<file path="src/hdl/sece_pkg.sv">
package sece_pkg;

  // datapath word: positions are only needed modulo 2**11
  localparam int unsigned DP_W = 11;
  localparam int unsigned TILE_STEP_DEF = 16;

  localparam int unsigned IN_TDATA_W  = 48;
  localparam int unsigned OUT_TDATA_W = 48;
  localparam int unsigned CODE_W   = 16;
  localparam int unsigned COLOUR_W = 4;
  localparam int unsigned XPOS_W   = 10;
  localparam int unsigned YPOS_W   = 11;
  localparam int unsigned CHAIN_W  = 3;
  localparam int unsigned XOFF_W   = 3;

  // configuration register indexes
  localparam logic CFG_SCREEN_FLIP = 1'b0;
  localparam logic CFG_X_OFFSET    = 1'b1;

  // attribute byte bits
  localparam int unsigned ATTR_EN     = 0;
  localparam int unsigned ATTR_Y8     = 1;
  localparam int unsigned ATTR_X8     = 2;
  localparam int unsigned ATTR_FLIPY  = 3;
  localparam int unsigned ATTR_FLIPX  = 4;
  localparam int unsigned ATTR_CHAIN  = 5;

  // position constants
  localparam logic [DP_W-1:0] X_WRAP_LIMIT = DP_W'(496);
  localparam logic [DP_W-1:0] X_WRAP_SPAN  = DP_W'(512);
  localparam logic [DP_W-1:0] X_MIRROR     = DP_W'(304);
  localparam logic [DP_W-1:0] Y_BASE       = DP_W'(256);
  localparam logic [DP_W-1:0] Y_BIAS       = DP_W'(16);
  localparam logic [DP_W-1:0] Y_MIRROR     = DP_W'(240);

  typedef enum logic [3:0] {
    ST_IDLE,
    ST_XWRAP,
    ST_XOFF,
    ST_XFLIP,
    ST_YINV,
    ST_YBIAS,
    ST_YFLIP,
    ST_YOFF,
    ST_ADJ,
    ST_EMIT
  } st_e;

  typedef enum logic [3:0] {
    OP_XWRAP,
    OP_XOFF,
    OP_XFLIP,
    OP_YINV,
    OP_YBIAS,
    OP_YFLIP,
    OP_YOFF,
    OP_YADJ,
    OP_YSTEP
  } op_e;

  typedef struct packed {
    op_e  op;
    logic we;
    logic emit;
    logic last;
  } ctl_t;

endpackage

</file>
<file path="src/hdl/sece_alu.sv">
module sece_alu (
  input  logic [sece_pkg::DP_W-1:0] a_i,
  input  logic [sece_pkg::DP_W-1:0] b_i,
  input  logic                      sub_i,
  output logic [sece_pkg::DP_W-1:0] sum_o
);
  import sece_pkg::*;

  logic [DP_W-1:0] b_eff;

  assign b_eff = sub_i ? ~b_i : b_i;
  assign sum_o = a_i + b_eff + DP_W'(sub_i);

endmodule

</file>
<file path="src/hdl/sece_ctrl.sv">
module sece_ctrl (
  input  logic                          clk_i,
  input  logic                          rst_ni,
  input  logic                          fire_i,
  input  logic                          en_i,
  input  logic [sece_pkg::CHAIN_W-1:0]  n1_i,
  input  logic                          fy_raw_i,
  input  logic                          flip_i,
  input  logic                          slot_free_i,
  output logic                          ready_o,
  output sece_pkg::ctl_t                ctl_o
);
  import sece_pkg::*;

  st_e                state_q, state_d;
  logic [CHAIN_W-1:0] n1_q, n1_d;
  logic [CHAIN_W-1:0] cnt_q, cnt_d;
  logic [CHAIN_W-1:0] k_q, k_d;
  logic               fy_raw_q, fy_raw_d;
  logic               last_tile;

  assign last_tile = (k_q == n1_q);

  always_comb begin
    state_d = state_q;
    unique case (state_q)
      ST_IDLE:  if (fire_i && en_i) state_d = ST_XWRAP;
      ST_XWRAP: state_d = ST_XOFF;
      ST_XOFF:  state_d = ST_XFLIP;
      ST_XFLIP: state_d = ST_YINV;
      ST_YINV:  state_d = ST_YBIAS;
      ST_YBIAS: state_d = ST_YFLIP;
      ST_YFLIP: state_d = ST_YOFF;
      ST_YOFF: begin
        // chain laid out from its far end: walk the start back first
        if (fy_raw_q && (n1_q != '0)) state_d = ST_ADJ;
        else state_d = ST_EMIT;
      end
      ST_ADJ:   if (cnt_q == CHAIN_W'(1)) state_d = ST_EMIT;
      ST_EMIT:  if (slot_free_i && last_tile) state_d = ST_IDLE;
      default:  state_d = ST_IDLE;
    endcase
  end

  always_comb begin
    n1_d     = n1_q;
    cnt_d    = cnt_q;
    k_d      = k_q;
    fy_raw_d = fy_raw_q;
    if (state_q == ST_IDLE && fire_i) begin
      n1_d     = n1_i;
      cnt_d    = n1_i;
      k_d      = '0;
      fy_raw_d = fy_raw_i;
    end
    if (state_q == ST_ADJ) cnt_d = cnt_q - CHAIN_W'(1);
    if (state_q == ST_EMIT && slot_free_i) k_d = k_q + CHAIN_W'(1);
  end

  always_comb begin
    ctl_o.op   = OP_XWRAP;
    ctl_o.we   = 1'b0;
    ctl_o.emit = 1'b0;
    ctl_o.last = last_tile;
    unique case (state_q)
      ST_IDLE:  ;
      ST_XWRAP: begin ctl_o.op = OP_XWRAP; ctl_o.we = 1'b1;   end
      ST_XOFF:  begin ctl_o.op = OP_XOFF;  ctl_o.we = 1'b1;   end
      ST_XFLIP: begin ctl_o.op = OP_XFLIP; ctl_o.we = flip_i; end
      ST_YINV:  begin ctl_o.op = OP_YINV;  ctl_o.we = 1'b1;   end
      ST_YBIAS: begin ctl_o.op = OP_YBIAS; ctl_o.we = 1'b1;   end
      ST_YFLIP: begin ctl_o.op = OP_YFLIP; ctl_o.we = flip_i; end
      ST_YOFF:  begin ctl_o.op = OP_YOFF;  ctl_o.we = flip_i; end
      ST_ADJ:   begin ctl_o.op = OP_YADJ;  ctl_o.we = 1'b1;   end
      ST_EMIT: begin
        ctl_o.op   = OP_YSTEP;
        ctl_o.we   = slot_free_i;
        ctl_o.emit = slot_free_i;
      end
      default: ;
    endcase
  end

  assign ready_o = (state_q == ST_IDLE);

  always_ff @(posedge clk_i or negedge rst_ni) begin
    if (!rst_ni) begin
      state_q  <= ST_IDLE;
      n1_q     <= '0;
      cnt_q    <= '0;
      k_q      <= '0;
      fy_raw_q <= 1'b0;
    end else begin
      state_q  <= state_d;
      n1_q     <= n1_d;
      cnt_q    <= cnt_d;
      k_q      <= k_d;
      fy_raw_q <= fy_raw_d;
    end
  end

endmodule

</file>
<file path="src/hdl/sprite_entry_chain_expander_unit.sv">
// Expands one sprite-table entry into one tile draw command per chained tile
// (1 to 8, in chain order, tlast on the final one); a disabled entry is taken
// and gives nothing. All position arithmetic runs through one shared 11-bit
// add/subtract unit under a small sequencer: an enabled entry is accepted and
// passes the X wrap, offset and flip and the Y invert, bias, flip and offset
// steps; if its flip Y bit is set the chain start is stepped back one tile a
// cycle, once per tile after the first; then one command per cycle is emitted
// while the output is not stalled. No entry is taken until the last command
// of the previous one is in the output register.
module sprite_entry_chain_expander_unit #(
  parameter int unsigned TileStep = sece_pkg::TILE_STEP_DEF
) (
  input  logic                               clk_i,
  input  logic                               rst_ni,
  input  logic                               cfg_we_i,
  input  logic                               cfg_idx_i,
  input  logic [sece_pkg::XOFF_W-1:0]        cfg_data_i,
  input  logic                               s_axis_tvalid_i,
  output logic                               s_axis_tready_o,
  // y_low, attr_byte, code_low, code_high, colour_in, x_low, zero pad
  input  logic [sece_pkg::IN_TDATA_W-1:0]    s_axis_tdata_i,
  output logic                               m_axis_tvalid_o,
  input  logic                               m_axis_tready_i,
  // tile_code, colour_out, flip_x, flip_y, x_pos, y_pos, zero pad
  output logic [sece_pkg::OUT_TDATA_W-1:0]   m_axis_tdata_o,
  output logic                               m_axis_tlast_o
);
  import sece_pkg::*;

  localparam logic [DP_W-1:0] Step = DP_W'(TileStep);

  logic                flip_q, flip_d;
  logic [XOFF_W-1:0]   xoff_q, xoff_d;

  logic [7:0]          y_low, attr, x_low;
  logic [CODE_W-1:0]   code_in;
  logic [COLOUR_W-1:0] colour_in;
  logic [8:0]          x9, y9;
  logic                fire, slot_free;

  logic [DP_W-1:0]     rx_q, rx_d, ry_q, ry_d;
  logic                wrap_q, wrap_d;
  logic [CODE_W-1:0]   code_q, code_d;
  logic [COLOUR_W-1:0] colour_q, colour_d;
  logic                fx_q, fx_d, fy_q, fy_d;

  logic [DP_W-1:0]     alu_a, alu_b, alu_sum;
  logic                alu_sub;
  ctl_t                ctl;

  logic                m_valid_q, m_valid_d;
  logic                o_last_q, o_last_d;
  logic [CODE_W-1:0]   o_code_q, o_code_d;
  logic [COLOUR_W-1:0] o_colour_q, o_colour_d;
  logic                o_fx_q, o_fx_d, o_fy_q, o_fy_d;
  logic [XPOS_W-1:0]   o_x_q, o_x_d;
  logic [YPOS_W-1:0]   o_y_q, o_y_d;

  assign y_low     = s_axis_tdata_i[7:0];
  assign attr      = s_axis_tdata_i[15:8];
  assign code_in   = s_axis_tdata_i[31:16];
  assign colour_in = s_axis_tdata_i[35:32];
  assign x_low     = s_axis_tdata_i[43:36];
  assign x9        = {attr[ATTR_X8], x_low};
  assign y9        = {attr[ATTR_Y8], y_low};

  assign fire      = s_axis_tvalid_i && s_axis_tready_o;
  assign slot_free = !m_valid_q || m_axis_tready_i;

  // configuration
  always_comb begin
    flip_d = flip_q;
    xoff_d = xoff_q;
    if (cfg_we_i) begin
      unique case (cfg_idx_i)
        CFG_SCREEN_FLIP: flip_d = cfg_data_i[0];
        CFG_X_OFFSET:    xoff_d = cfg_data_i;
        default: ;
      endcase
    end
  end

  sece_ctrl u_ctrl (
    .clk_i       (clk_i),
    .rst_ni      (rst_ni),
    .fire_i      (fire),
    .en_i        (attr[ATTR_EN]),
    .n1_i        (attr[ATTR_CHAIN +: CHAIN_W]),
    .fy_raw_i    (attr[ATTR_FLIPY]),
    .flip_i      (flip_q),
    .slot_free_i (slot_free),
    .ready_o     (s_axis_tready_o),
    .ctl_o       (ctl)
  );

  // operand selection for the shared adder
  always_comb begin
    alu_a   = rx_q;
    alu_b   = '0;
    alu_sub = 1'b0;
    unique case (ctl.op)
      OP_XWRAP: begin alu_a = rx_q; alu_b = wrap_q ? X_WRAP_SPAN : '0; alu_sub = 1'b1; end
      OP_XOFF:  begin alu_a = rx_q; alu_b = DP_W'(xoff_q); alu_sub = 1'b0; end
      OP_XFLIP: begin alu_a = X_MIRROR; alu_b = rx_q; alu_sub = 1'b1; end
      OP_YINV:  begin alu_a = Y_BASE; alu_b = ry_q; alu_sub = 1'b1; end
      OP_YBIAS: begin alu_a = ry_q; alu_b = Y_BIAS; alu_sub = 1'b1; end
      OP_YFLIP: begin alu_a = Y_MIRROR; alu_b = ry_q; alu_sub = 1'b1; end
      OP_YOFF:  begin alu_a = ry_q; alu_b = DP_W'(xoff_q); alu_sub = 1'b1; end
      // step back against the layout direction
      OP_YADJ:  begin alu_a = ry_q; alu_b = Step; alu_sub = fy_q; end
      OP_YSTEP: begin alu_a = ry_q; alu_b = Step; alu_sub = !fy_q; end
      default: ;
    endcase
  end

  sece_alu u_alu (
    .a_i   (alu_a),
    .b_i   (alu_b),
    .sub_i (alu_sub),
    .sum_o (alu_sum)
  );

  always_comb begin
    rx_d     = rx_q;
    ry_d     = ry_q;
    wrap_d   = wrap_q;
    code_d   = code_q;
    colour_d = colour_q;
    fx_d     = fx_q;
    fy_d     = fy_q;
    if (fire) begin
      rx_d     = DP_W'(x9);
      ry_d     = DP_W'(y9);
      wrap_d   = (DP_W'(x9) > X_WRAP_LIMIT);
      code_d   = code_in;
      colour_d = colour_in;
      fx_d     = attr[ATTR_FLIPX] ^ flip_q;
      fy_d     = attr[ATTR_FLIPY] ^ flip_q;
    end else if (ctl.we) begin
      if (ctl.op == OP_XWRAP || ctl.op == OP_XOFF || ctl.op == OP_XFLIP) begin
        rx_d = alu_sum;
      end else if (ctl.op == OP_YINV) begin
        // inverted Y wraps modulo 512
        ry_d = DP_W'(alu_sum[8:0]);
      end else begin
        ry_d = alu_sum;
      end
    end
    if (ctl.emit) code_d = code_q + CODE_W'(1);
  end

  // output register
  always_comb begin
    m_valid_d  = m_valid_q;
    o_last_d   = o_last_q;
    o_code_d   = o_code_q;
    o_colour_d = o_colour_q;
    o_fx_d     = o_fx_q;
    o_fy_d     = o_fy_q;
    o_x_d      = o_x_q;
    o_y_d      = o_y_q;
    if (ctl.emit) begin
      m_valid_d  = 1'b1;
      o_last_d   = ctl.last;
      o_code_d   = code_q;
      o_colour_d = colour_q;
      o_fx_d     = fx_q;
      o_fy_d     = fy_q;
      o_x_d      = rx_q[XPOS_W-1:0];
      o_y_d      = ry_q[YPOS_W-1:0];
    end else if (m_axis_tready_i) begin
      m_valid_d = 1'b0;
    end
  end

  always_ff @(posedge clk_i or negedge rst_ni) begin
    if (!rst_ni) begin
      flip_q    <= 1'b0;
      xoff_q    <= '0;
      m_valid_q <= 1'b0;
    end else begin
      flip_q    <= flip_d;
      xoff_q    <= xoff_d;
      m_valid_q <= m_valid_d;
    end
  end

  always_ff @(posedge clk_i) begin
    rx_q       <= rx_d;
    ry_q       <= ry_d;
    wrap_q     <= wrap_d;
    code_q     <= code_d;
    colour_q   <= colour_d;
    fx_q       <= fx_d;
    fy_q       <= fy_d;
    o_last_q   <= o_last_d;
    o_code_q   <= o_code_d;
    o_colour_q <= o_colour_d;
    o_fx_q     <= o_fx_d;
    o_fy_q     <= o_fy_d;
    o_x_q      <= o_x_d;
    o_y_q      <= o_y_d;
  end

  assign m_axis_tvalid_o = m_valid_q;
  assign m_axis_tlast_o  = o_last_q;
  assign m_axis_tdata_o  = {
    (OUT_TDATA_W - YPOS_W - XPOS_W - 2 - COLOUR_W - CODE_W)'(0),
    o_y_q, o_x_q, o_fy_q, o_fx_q, o_colour_q, o_code_q
  };

`ifndef ASSERT_OFF
  // ready comes back only after the final command of a chain was loaded
  a_ready_after_last: assert property (@(posedge clk_i) disable iff (!rst_ni)
    $rose(s_axis_tready_o) |-> $past(ctl.emit && ctl.last))
    else $error("ready returned before the chain was finished");

  // a disabled entry is dropped without leaving idle
  a_disabled_drop: assert property (@(posedge clk_i) disable iff (!rst_ni)
    (fire && !attr[ATTR_EN]) |=> s_axis_tready_o)
    else $error("disabled entry started a chain");

  // a new command is never loaded over one that is still stalled
  a_no_overwrite: assert property (@(posedge clk_i) disable iff (!rst_ni)
    (m_valid_q && !m_axis_tready_i) |-> !ctl.emit)
    else $error("stalled command overwritten");
`endif

endmodule
</file>
<file path="config.mk">
export PLATFORM = sky130hd
export DESIGN_NAME = sprite_entry_chain_expander_unit
export DESIGN_NICKNAME = d
export VERILOG_FILES = /design/src/hdl/sece_pkg.sv /design/src/hdl/sece_alu.sv /design/src/hdl/sece_ctrl.sv /design/src/hdl/sprite_entry_chain_expander_unit.sv
export SDC_FILE = /design/constraint.sdc
export NUM_CORES = 1
export LEC_CHECK = 0
export ABC_AREA = 1
export BUFFER_PORTS_ARGS = -buffer_cell sky130_fd_sc_hd__buf_2
export CORE_MARGIN = 2
export CORE_UTILIZATION = 40
export CTS_CLUSTER_DIAMETER = 120
export DETAILED_ROUTE_END_ITERATION = 6
export PLACE_DENSITY_LB_ADDON = 0.15
export SLEW_MARGIN = 25
export SYNTH_ARGS = -nofsm -noshare
export SYNTH_HDL_FRONTEND = slang
export SYNTH_SLANG_ARGS = --single-unit
</file>
<file path="constraint.sdc">
create_clock -name clk_i -period 3.79 [get_ports clk_i]
set_input_delay 0.1895 -clock clk_i [delete_from_list [all_inputs] [get_ports clk_i]]
set_output_delay 0.1895 -clock clk_i [all_outputs]
set_load 0.005 [all_outputs]
</file>
=== Yosys cells after proc, flatten, opt, wreduce, memory -nomap -nowiden ===
Cells that the tools add are included.

* $add $sub $neg: 5
* Magnitude comparators: 1
* Equality and inequality tests: 23
* Mux-type cells: 27
* Bitwise operators: 5
* Reduce and logical (&&, ||, !) cells: 32

{| class="wikitable"
|+ Operator list
! kind !! count
|-
| case mux 11 bit (5 select lines) || 1
|-
| two-way mux 9 bit || 6
|-
| case mux 5 bit (9 select lines) || 1
|-
| case mux 11 bit (4 select lines) || 1
|-
| case mux 4 bit (10 select lines) || 1
|-
| == test 4 x 3 -> 1 bit (second input constant) || 8
|-
| two-way mux 16 bit || 2
|-
| two-way mux 11 bit || 2
|-
| adder 16 x 1 -> 16 bit (second input constant) || 1
|-
| == test 4 x 2 -> 1 bit (second input constant) || 4
|-
| == test 4 bit (second input constant) || 3
|-
| two-way mux 3 bit || 4
|-
| two-way mux 4 bit || 3
|-
| AND reduction 2 bit || 6
|-
| nonzero test 2 bit || 6
|-
| adder 11 x 1 -> 11 bit || 1
|-
| adder 11 bit || 1
|-
| inverter 11 bit || 1
|-
| two-way mux 10 bit || 1
|-
| > comparator 9 bit (second input constant) || 1
|-
| == test 4 x 1 -> 1 bit (second input constant) || 2
|-
| logical NOT 4 bit || 2
|-
| inequality test 2 x 1 -> 1 bit (second input constant) || 4
|-
| logical AND 1 bit || 6
|-
| other kinds (16) || 25
|}

* Register bits after elaboration: 108
* Input port bits: 57
* Word-level logic and storage cells: 117

=== Logic depth before layout (Yosys ltp) ===
Gate-level depths: netlist of run 1.

* Depth after elaboration: 14
* Gate-level depth with buffers: 19

=== Modules after synthesis ===
A second synthesis of run 1 with hierarchy kept.

* Cell total of the unflattened synthesis: 634
* Area, all modules: 5740.5 µm²

{| class="wikitable"
|+ Modules (own cells, without submodules)
! module !! times used !! cells an instance !! area each (µm²) !! sequential area each (µm²)
|-
| sprite_entry_chain_expander_unit || 1 || 394 || 4160.2 || 2757.6
|-
| sece_ctrl || 1 || 115 || 884.6 || 350.3
|-
| sece_alu || 1 || 125 || 695.7 || 0.0
|}

=== Least setup slack after synthesis of run 1 ===
OpenSTA, ideal clock, no wires.

* Kind: register -> register
* Start: register u_ctrl.state_q[3]
* End: register rx_q[8], data pin
* Setup time: 0.262 ns
* Arrival time: 2.429 ns
* Required time: 3.528 ns
* Setup slack: 1.099 ns
* Cell stages (with the launch flop): 17
* Period minus slack after synthesis: 2.691 ns
* Cells stage by stage: dfrtp_1 > buf_6 > nor2_1 > nor2_4 > nand2_2 > inv_2 > a21oi_1 > nand2_1 > a21oi_1 > nor2_1 > ha_1 > a21oi_1 > o21ai_0 > a21oi_1 > o21bai_1 > o21ai_0 > nand2_1

* Longest elaborated chain between the ends: 12

{| class="wikitable"
|+ Ends and longest elaborated chain
! what !! line !! text
|-
| from (decl) || sece_ctrl.sv:15 || <nowiki>st_e state_q, state_d;</nowiki>
|-
| from (signal assigned) || sece_ctrl.sv:94 || <nowiki>state_q <= state_d;</nowiki>
|-
| == test 4 bit, or another cell as far along || sece_ctrl.sv:65 || <nowiki>unique case (state_q)</nowiki>
|-
| case mux 5 bit (9 select lines) || sece_ctrl.sv:65 ||
|-
| == test 4 bit, or another cell as far along || sprite_entry_chain_expander_unit.sv:101 || <nowiki>unique case (ctl.op)</nowiki>
|-
| OR reduction 3 bit (no source line) or OR reduction 2 bit (tied branches) || n/a ||
|-
| case mux 11 bit (5 select lines) || sprite_entry_chain_expander_unit.sv:101 ||
|-
| inverter 11 bit || sece_alu.sv:11 || <nowiki>assign b_eff = sub_i ? ~b_i : b_i;</nowiki>
|-
| two-way mux 11 bit || sece_alu.sv:11 ||
|-
| adder 11 bit || sece_alu.sv:12 || <nowiki>assign sum_o = a_i + b_eff + DP_W'(sub_i);</nowiki>
|-
| adder 11 x 1 -> 11 bit || sece_alu.sv:12 ||
|-
| two-way mux 9 bit || sprite_entry_chain_expander_unit.sv:140 || <nowiki>if (ctl.op == OP_XWRAP || ctl.op == OP_XOFF || ctl.op == OP_XFLIP) begin</nowiki>
|-
| two-way mux 9 bit || sprite_entry_chain_expander_unit.sv:139 || <nowiki>end else if (ctl.we) begin</nowiki>
|-
| two-way mux 9 bit * || sprite_entry_chain_expander_unit.sv:131 || <nowiki>if (fire) begin</nowiki>
|-
| net rx_d[8] || sprite_entry_chain_expander_unit.sv:41 || <nowiki>logic [DP_W-1:0] rx_q, rx_d, ry_q, ry_d;</nowiki>
|-
| to (signal assigned) || sprite_entry_chain_expander_unit.sv:189 || <nowiki>rx_q <= rx_d;</nowiki>
|-
| to (decl) || sprite_entry_chain_expander_unit.sv:41 ||
|}

The timed path passes the listed nets; every way through them passes the cells marked *. The select of a mux whose other input is x is not followed.
A chain may end at the register's enable or synchronous reset.

=== Worst setup path after layout of run 1 ===
Same ends and word-level chain as after synthesis.

==> run_results.csv, run 1 <==
group,metric,value,unit
drt,drtIter0Drc,289,
clock_tree,cts.repair.resized,0,
sta,finalSetupTns,0,ps
power,p_total,6.542,mW
clock_tree,cts_made_buffers,9,
power,p_per_area,1037,nW/um^2
clock_tree,cts_tree,"done",
yosys,yosysUniqueCellTypes,44,
yosys,async_flop_share,17.59,%
drt,via_per_inst,4.962,
sta,fin_crit,3449,ps
final_layout,fin_nets,708,
yosys,synth_edf_count,85,
floorplanning,chipWidth,119.7,um
final_layout,antenna_cells,0,
setup_path,cp_top_family,"simple AND/OR/NAND/NOR gates",
yosys,ys_seq_elements,108,
sta,fmax,0.2899,GHz
min_path,whs_path_depth,1,
clock_tree,clockRootBuffer,"clkbuf_16",
drt,firstDrtPassIters,5,
setup_path,arrival,3540,ps
clock_tree,cts_max_level,3,
yosys,syn_area,5354,um^2
place,place_inst,801,
sta,rsz0062_at_grt,"no",
floorplanning,die_h,119.7,um
yosys,synth_top_area_share,47.67,%
sta,setup_viol,0,
final_layout,most-common-layout-cells,"nand2_1, buf_2, edfxtp_1",
setup_path,critical-path-max-stage-delay,640,ps
min_path,min_from,"s_axis_tdata_i[32]",
sta,hold_viol,0,
setup_path,crit_top_cell,"a21oi_1",
clock_tree,path_clk_slew,70,ps
setup_path,critPathLaunchType,"flip-flop",
clock_tree,clk_path_buf_depth,2,
setup_path,path_buf_inv,1,
setup_path,cp_slowest_cell,"dfrtp_1",
final_layout,synthToLayoutAreaGrowth,17.85,%
clock_tree,clk_latency,350,ps
yosys,syn_area_per_cell,10.01,um^2
drt,num_vias,4059,
sta,setup_ws,340.9,ps
power,vdd_ir_drop_max,494.9,uV
yosys,ys_warn_count,0,
power,leakage,2.793,nW
yosys,synth_area_leaders,"edfxtp_1, nand2_1, dfrtp_1",
job,max_cap_violations,0,
setup_path,end_kind,"flip-flop",
setup_path,rr_endpoint,"rx_q[8]",
drt,ant_nets,0,
final_layout,fin_util,48.03,%
floorplanning,ios,108,
yosys,syn_inst,535,
floorplanning,initial_core_util,40.75,%
drt,wire_per_inst,14.59,um
yosys,synth-main-ff-cell,"edfxtp_1",
floorplanning,num_rows,42,
drt,route.detailed.drc,0,
drt,wl,11940,um
yosys,synth_top_cell_by_area,"edfxtp_1",
sta,max_slew_margin,50.85,%
setup_path,worst-setup-path-type,"flip-flop to flip-flop",
grt,grt_pass1_wl,19780,um
setup_path,required,3880,ps
grt,grt_max_degree,51,
min_path,hp-class,"input pin to flip-flop",
final_layout,layout_commonest_cell,"nand2_1",
sta,worst_pin_slew,735.5,ps
yosys,seq_area_frac_synth,58.05,%
sta,period_share,91.01,%
grt,grt_pass1_vias,3959,
place,pre_cts_ws,414.7,ps
floorplanning,core_area,13140,um^2
place,port_buffers,98,
place,gp_congestion,0.9352,
setup_path,r2r_slack,340,ps
grt,grt_overflow_total,0,
place,dp_hpwl,8707,um
clock_tree,cts.sinks,108,
sta,fin_worst_skew,7.405,ps
final_layout,fin_cells,818,
outcome,status,"complete, no violations",
setup_path,reg2reg_depth,15,
min_path,whs_endpoint,"colour_q[0]",
setup_path,r2r_start,"u_ctrl.state_q[3]",
grt,antenna_found_initial,0,
grt,grtUsageTotal,17.77,%
sta,drv_slew,0,
setup_path,worstPathCellList,"nand2_1, nand2_2, inv_2, a21oi_1, nand2_1, a21oi_1, a21oi_1, ha_1, nand2_1, nor3_1, a21oi_1, o21bai_1, a21oi_1, o21ai_0, nand2_1",
floorplanning,die_area,14330,um^2
final_layout,drive_gt1_share,22.59,%
setup_path,path_max_fanout,9,
synthesized netlist by cell type, types with 5 or more instances:
cell type,count
o21ai_0,22
nand3_1,27
nor2_1,27
buf_4,7
nand2_1,153
inv_1,48
o22ai_1,5
a21oi_1,25
clkbuf_1,7
nor3_1,5
nand2_2,9
dfrtp_1,19
xor2_1,15
ha_1,13
inv_2,6
xnor2_1,7
a221oi_1,5
edfxtp_1,85
registers in the layout (all words and copies together), names as in the netlist, 4 cells and up:
register	flops
o_y_q	11
u_ctrl.state_q	4
o_colour_q	4
code_q	16
o_x_q	10
rx_q	11
ry_q	11
colour_q	4
o_code_q	16
through the flow:
step	hold slack, ps	area (um^2)
finish	17.78	6310
global route	10.16	6310
CTS	6.140	6310
detailed placement	158.7	6015
global placement	153.1	6015
floorplan	-106.1	5369
layer usage:
| metal | up-vias | track usage, % | wire length (um) | part of all wire [%] |
|---|---|---|---|---|
| met1 | 1894 | 25.32 | 5659 | 47 |
| met2 | 130 | 27.29 | 5407 | 45 |
| li1 | 2022 | - | - | - |
| met4 | 0 | 4.926 | 123 | 1.0 |
| met5 | - | 0 | 0 | 0 |
| met3 | 13 | 4.135 | 746 | 6.2 |
worst max path at each step:
stage                            from       to  cells past startpoint
floorplan           u_ctrl.state_q[3]  rx_q[8]                     16
detailed placement  u_ctrl.state_q[3]  rx_q[8]                     15
global placement    u_ctrl.state_q[3]  ry_q[8]                     14
CTS                 u_ctrl.state_q[3]  rx_q[8]                     15
finish              u_ctrl.state_q[3]  rx_q[8]                     15
global route        u_ctrl.state_q[3]  rx_q[8]                     15
repair_timing:
action,in CTS,in global routing
hold endpoints to repair,19,0
hold buffers,1,0
buffers inserted,0,0
where the power goes:
group / switching (mW) / internal [mW] / leakage [nW] / total (mW)
clock network: 0.409 / 0.514 / 0.141 / 0.923
registers: 0.241 / 1.90 / 1.05 / 2.14
logic: 2.24 / 1.24 / 1.60 / 3.48
cell type report:
class / count / area (um^2)
clock inverters: 4 / 48.80
repair buffers: 102 / 523.0
clock buffers: 12 / 236.5
multi-input cells: 362 / 1971
flip-flops and latches: 108 / 3108
inverters: 54 / 202.7
fillers: 1270 / 6828
well taps: 176 / 220.2
cell families after synthesis:
| logic type | Yosys count | share of synthesized area, % |
|---|---|---|
| AND/OR/NAND/NOR | 241 | 20.19 |
| flip-flops | 108 | 58.05 |
| AO/OA/AOI/OAI | 78 | 8.787 |
| buffers and inverters | 69 | 5.469 |
| XOR/XNOR | 22 | 3.599 |
| adder cells (fa/ha/maj) | 14 | 3.412 |
| multiplexers | 2 | 0.4206 |
| other | 1 | 0.07004 |
No activity file was read; power rests on OpenSTA's default activity.
==> run 2, diff against run 1 <==
--- a/config.mk
+++ b/config.mk
@@ -11,7 +11,7 @@
 export CORE_UTILIZATION = 40
 export CTS_CLUSTER_DIAMETER = 120
 export DETAILED_ROUTE_END_ITERATION = 6
-export PLACE_DENSITY_LB_ADDON = 0.15
+export PLACE_DENSITY = 0.69
 export SLEW_MARGIN = 25
 export SYNTH_ARGS = -nofsm -noshare
 export SYNTH_HDL_FRONTEND = slang
==> run 2 against run 1 <==
Against the previous run:
- global-route usage shrank 0.85 points
- via count decreased by 0.96%
- die area unchanged
- largest power group unchanged
- cell count unchanged
- register-to-register slack is essentially flat
- critical endpoint unchanged
- clock power is 17% higher
- combinational power about the same
- clock skew increased by 3.9 ps
- first-iteration DRC count decreased by 1.0%
==> run_results.csv, run 2 (synthesis gave the netlist of run 1 again) <==
group,metric,value,unit
outcome,status,"complete, no violations",
setup_path,path_max_fanout,9,
drt,firstDrtPassIters,4,
clock_tree,path_clk_slew,70,ps
final_layout,drive_gt1_share,22.90,%
grt,grt_max_degree,51,
setup_path,crit_path_start,"u_ctrl.state_q[3]",
drt,wl,11700,um
setup_path,arrival,3520,ps
clock_tree,clk_path_buf_depth,2,
sta,fin_crit,3441,ps
floorplanning,die_h,119.7,um
sta,worst_pin_slew,748.2,ps
sta,fin_worst_skew,11.26,ps
place,gp_congestion,0.8709,
setup_path,end_kind,"flip-flop",
final_layout,synthToLayoutAreaGrowth,19.07,%
final_layout,most-common-layout-cells,"nand2_1, buf_2, edfxtp_1",
grt,antenna_found_initial,0,
power,leakage,2.822,nW
job,max_cap_violations,0,
floorplanning,die_area,14330,um^2
floorplanning,core_area,13140,um^2
clock_tree,cts_made_buffers,9,
drt,route.detailed.drc,0,
sta,max_slew_margin,50.00,%
drt,num_vias,4020,
final_layout,reg_top3,"code_q: 16 flops, o_code_q: 16 flops",
final_layout,fin_util,48.52,%
clock_tree,cts.sinks,108,
place,dp_hpwl,8572,um
sta,setup_viol,0,
sta,hold_viol,0,
floorplanning,num_rows,42,
clock_tree,cts_max_level,3,
power,vdd_ir_drop_max,456.0,uV
sta,drv_slew,0,
setup_path,required,3870,ps
grt,grt_pass1_vias,3924,
floorplanning,initial_core_util,40.75,%
drt,drtIter0Drc,286,
clock_tree,cts.repair.resized,0,
final_layout,fin_nets,708,
clock_tree,cts_tree,"done",
setup_path,r2r_start,"u_ctrl.state_q[3]",
sta,rsz0062_at_grt,"no",
drt,ant_nets,0,
grt,grt_overflow_total,0,
setup_path,critPathLaunchType,"flip-flop",
floorplanning,ios,108,
setup_path,worst-setup-path-type,"flip-flop to flip-flop",
sta,finalSetupTns,0,ps
grt,grtUsageTotal,16.92,%
drt,via_per_inst,4.914,
final_layout,antenna_cells,0,
power,p_per_area,1053,nW/um^2
drt,wire_per_inst,14.31,um
min_path,hp-class,"input pin to flip-flop",
power,p_total,6.712,mW
clock_tree,clk_latency,350,ps
floorplanning,chipWidth,119.7,um
sta,fmax,0.2906,GHz
place,port_buffers,98,
final_layout,layout_commonest_cell,"nand2_1",
sta,period_share,90.80,%
clock_tree,clockRootBuffer,"clkbuf_16",
grt,grt_pass1_wl,18910,um
min_path,min_from,"s_axis_tdata_i[34]",
## run 2: per-stage QoR
stage	setup slack, ps	hold slack [ps]	std cells	cell area, um^2
after floorplan	1099	-106.1	539	5369
after global placement	516.4	161.7	801	6015
after detailed placement	425.1	160.1	801	6015
after CTS	425.5	13.15	818	6375
after global routing	71.67	13.95	818	6375
final	348.7	24.02	818	6375
## run 2: per-layer routing
layer	GRT usage [%]	vias up	share of wire (%)
li1	-	2021	-
met1	22.11	1891	46
met2	28.50	99	48
met3	2.662	9	4.7
met4	6.250	0	1.3
met5	0	-	0
## run 2: final cells by class
cell class	instances	area [um^2]
repair buffers	102	523.0
clock inverters	5	107.6
inverters	54	202.7
clock buffers	11	242.7
multi-input cells	362	1971
well taps	176	220.2
flip-flops and latches	108	3108
fillers	1219	6763
## run 2: worst paths after layout
| kind | end | slack (ps) | depth (start not counted) |
|---|---|---|---|
| min reg2reg | o_fx_q | 410 | 0 |
| max | rx_q[8] | 350 | 15 |
| min | colour_q[2] | 20 | 1 |
| min in group asynchronous | u_ctrl.cnt_q[1] | 310 | 2 |
| max reg2reg | rx_q[8] | 350 | 15 |
| max in group asynchronous | u_ctrl.state_q[0] | 3170 | 2 |
## run 2: critical path, stage by stage, from the launching register on
cell and delay [ps]:
dfrtp_1 630, nand2_1 260, nand2_2 250, inv_2 90, a21oi_1 280, nand2_1 120, a21oi_1 140, a21oi_1 60
ha_1 360, nand2_1 100, nor3_1 240, a21oi_1 160, o21bai_1 180, a21oi_1 80, o21ai_0 130, nand2_1 100
## run 2: power by group
part / total (mW) / switching [mW] / internal, mW / leakage [nW]
clock network: 1.08 / 0.415 / 0.668 / 0.170
logic: 3.49 / 2.25 / 1.24 / 1.60
registers: 2.14 / 0.240 / 1.90 / 1.05
## run 2: what timing repair did
item | in CTS | in global routing
endpoints found under the hold margin | 19 | 0
hold buffers | 1 | 0
buffers inserted | 0 | 0
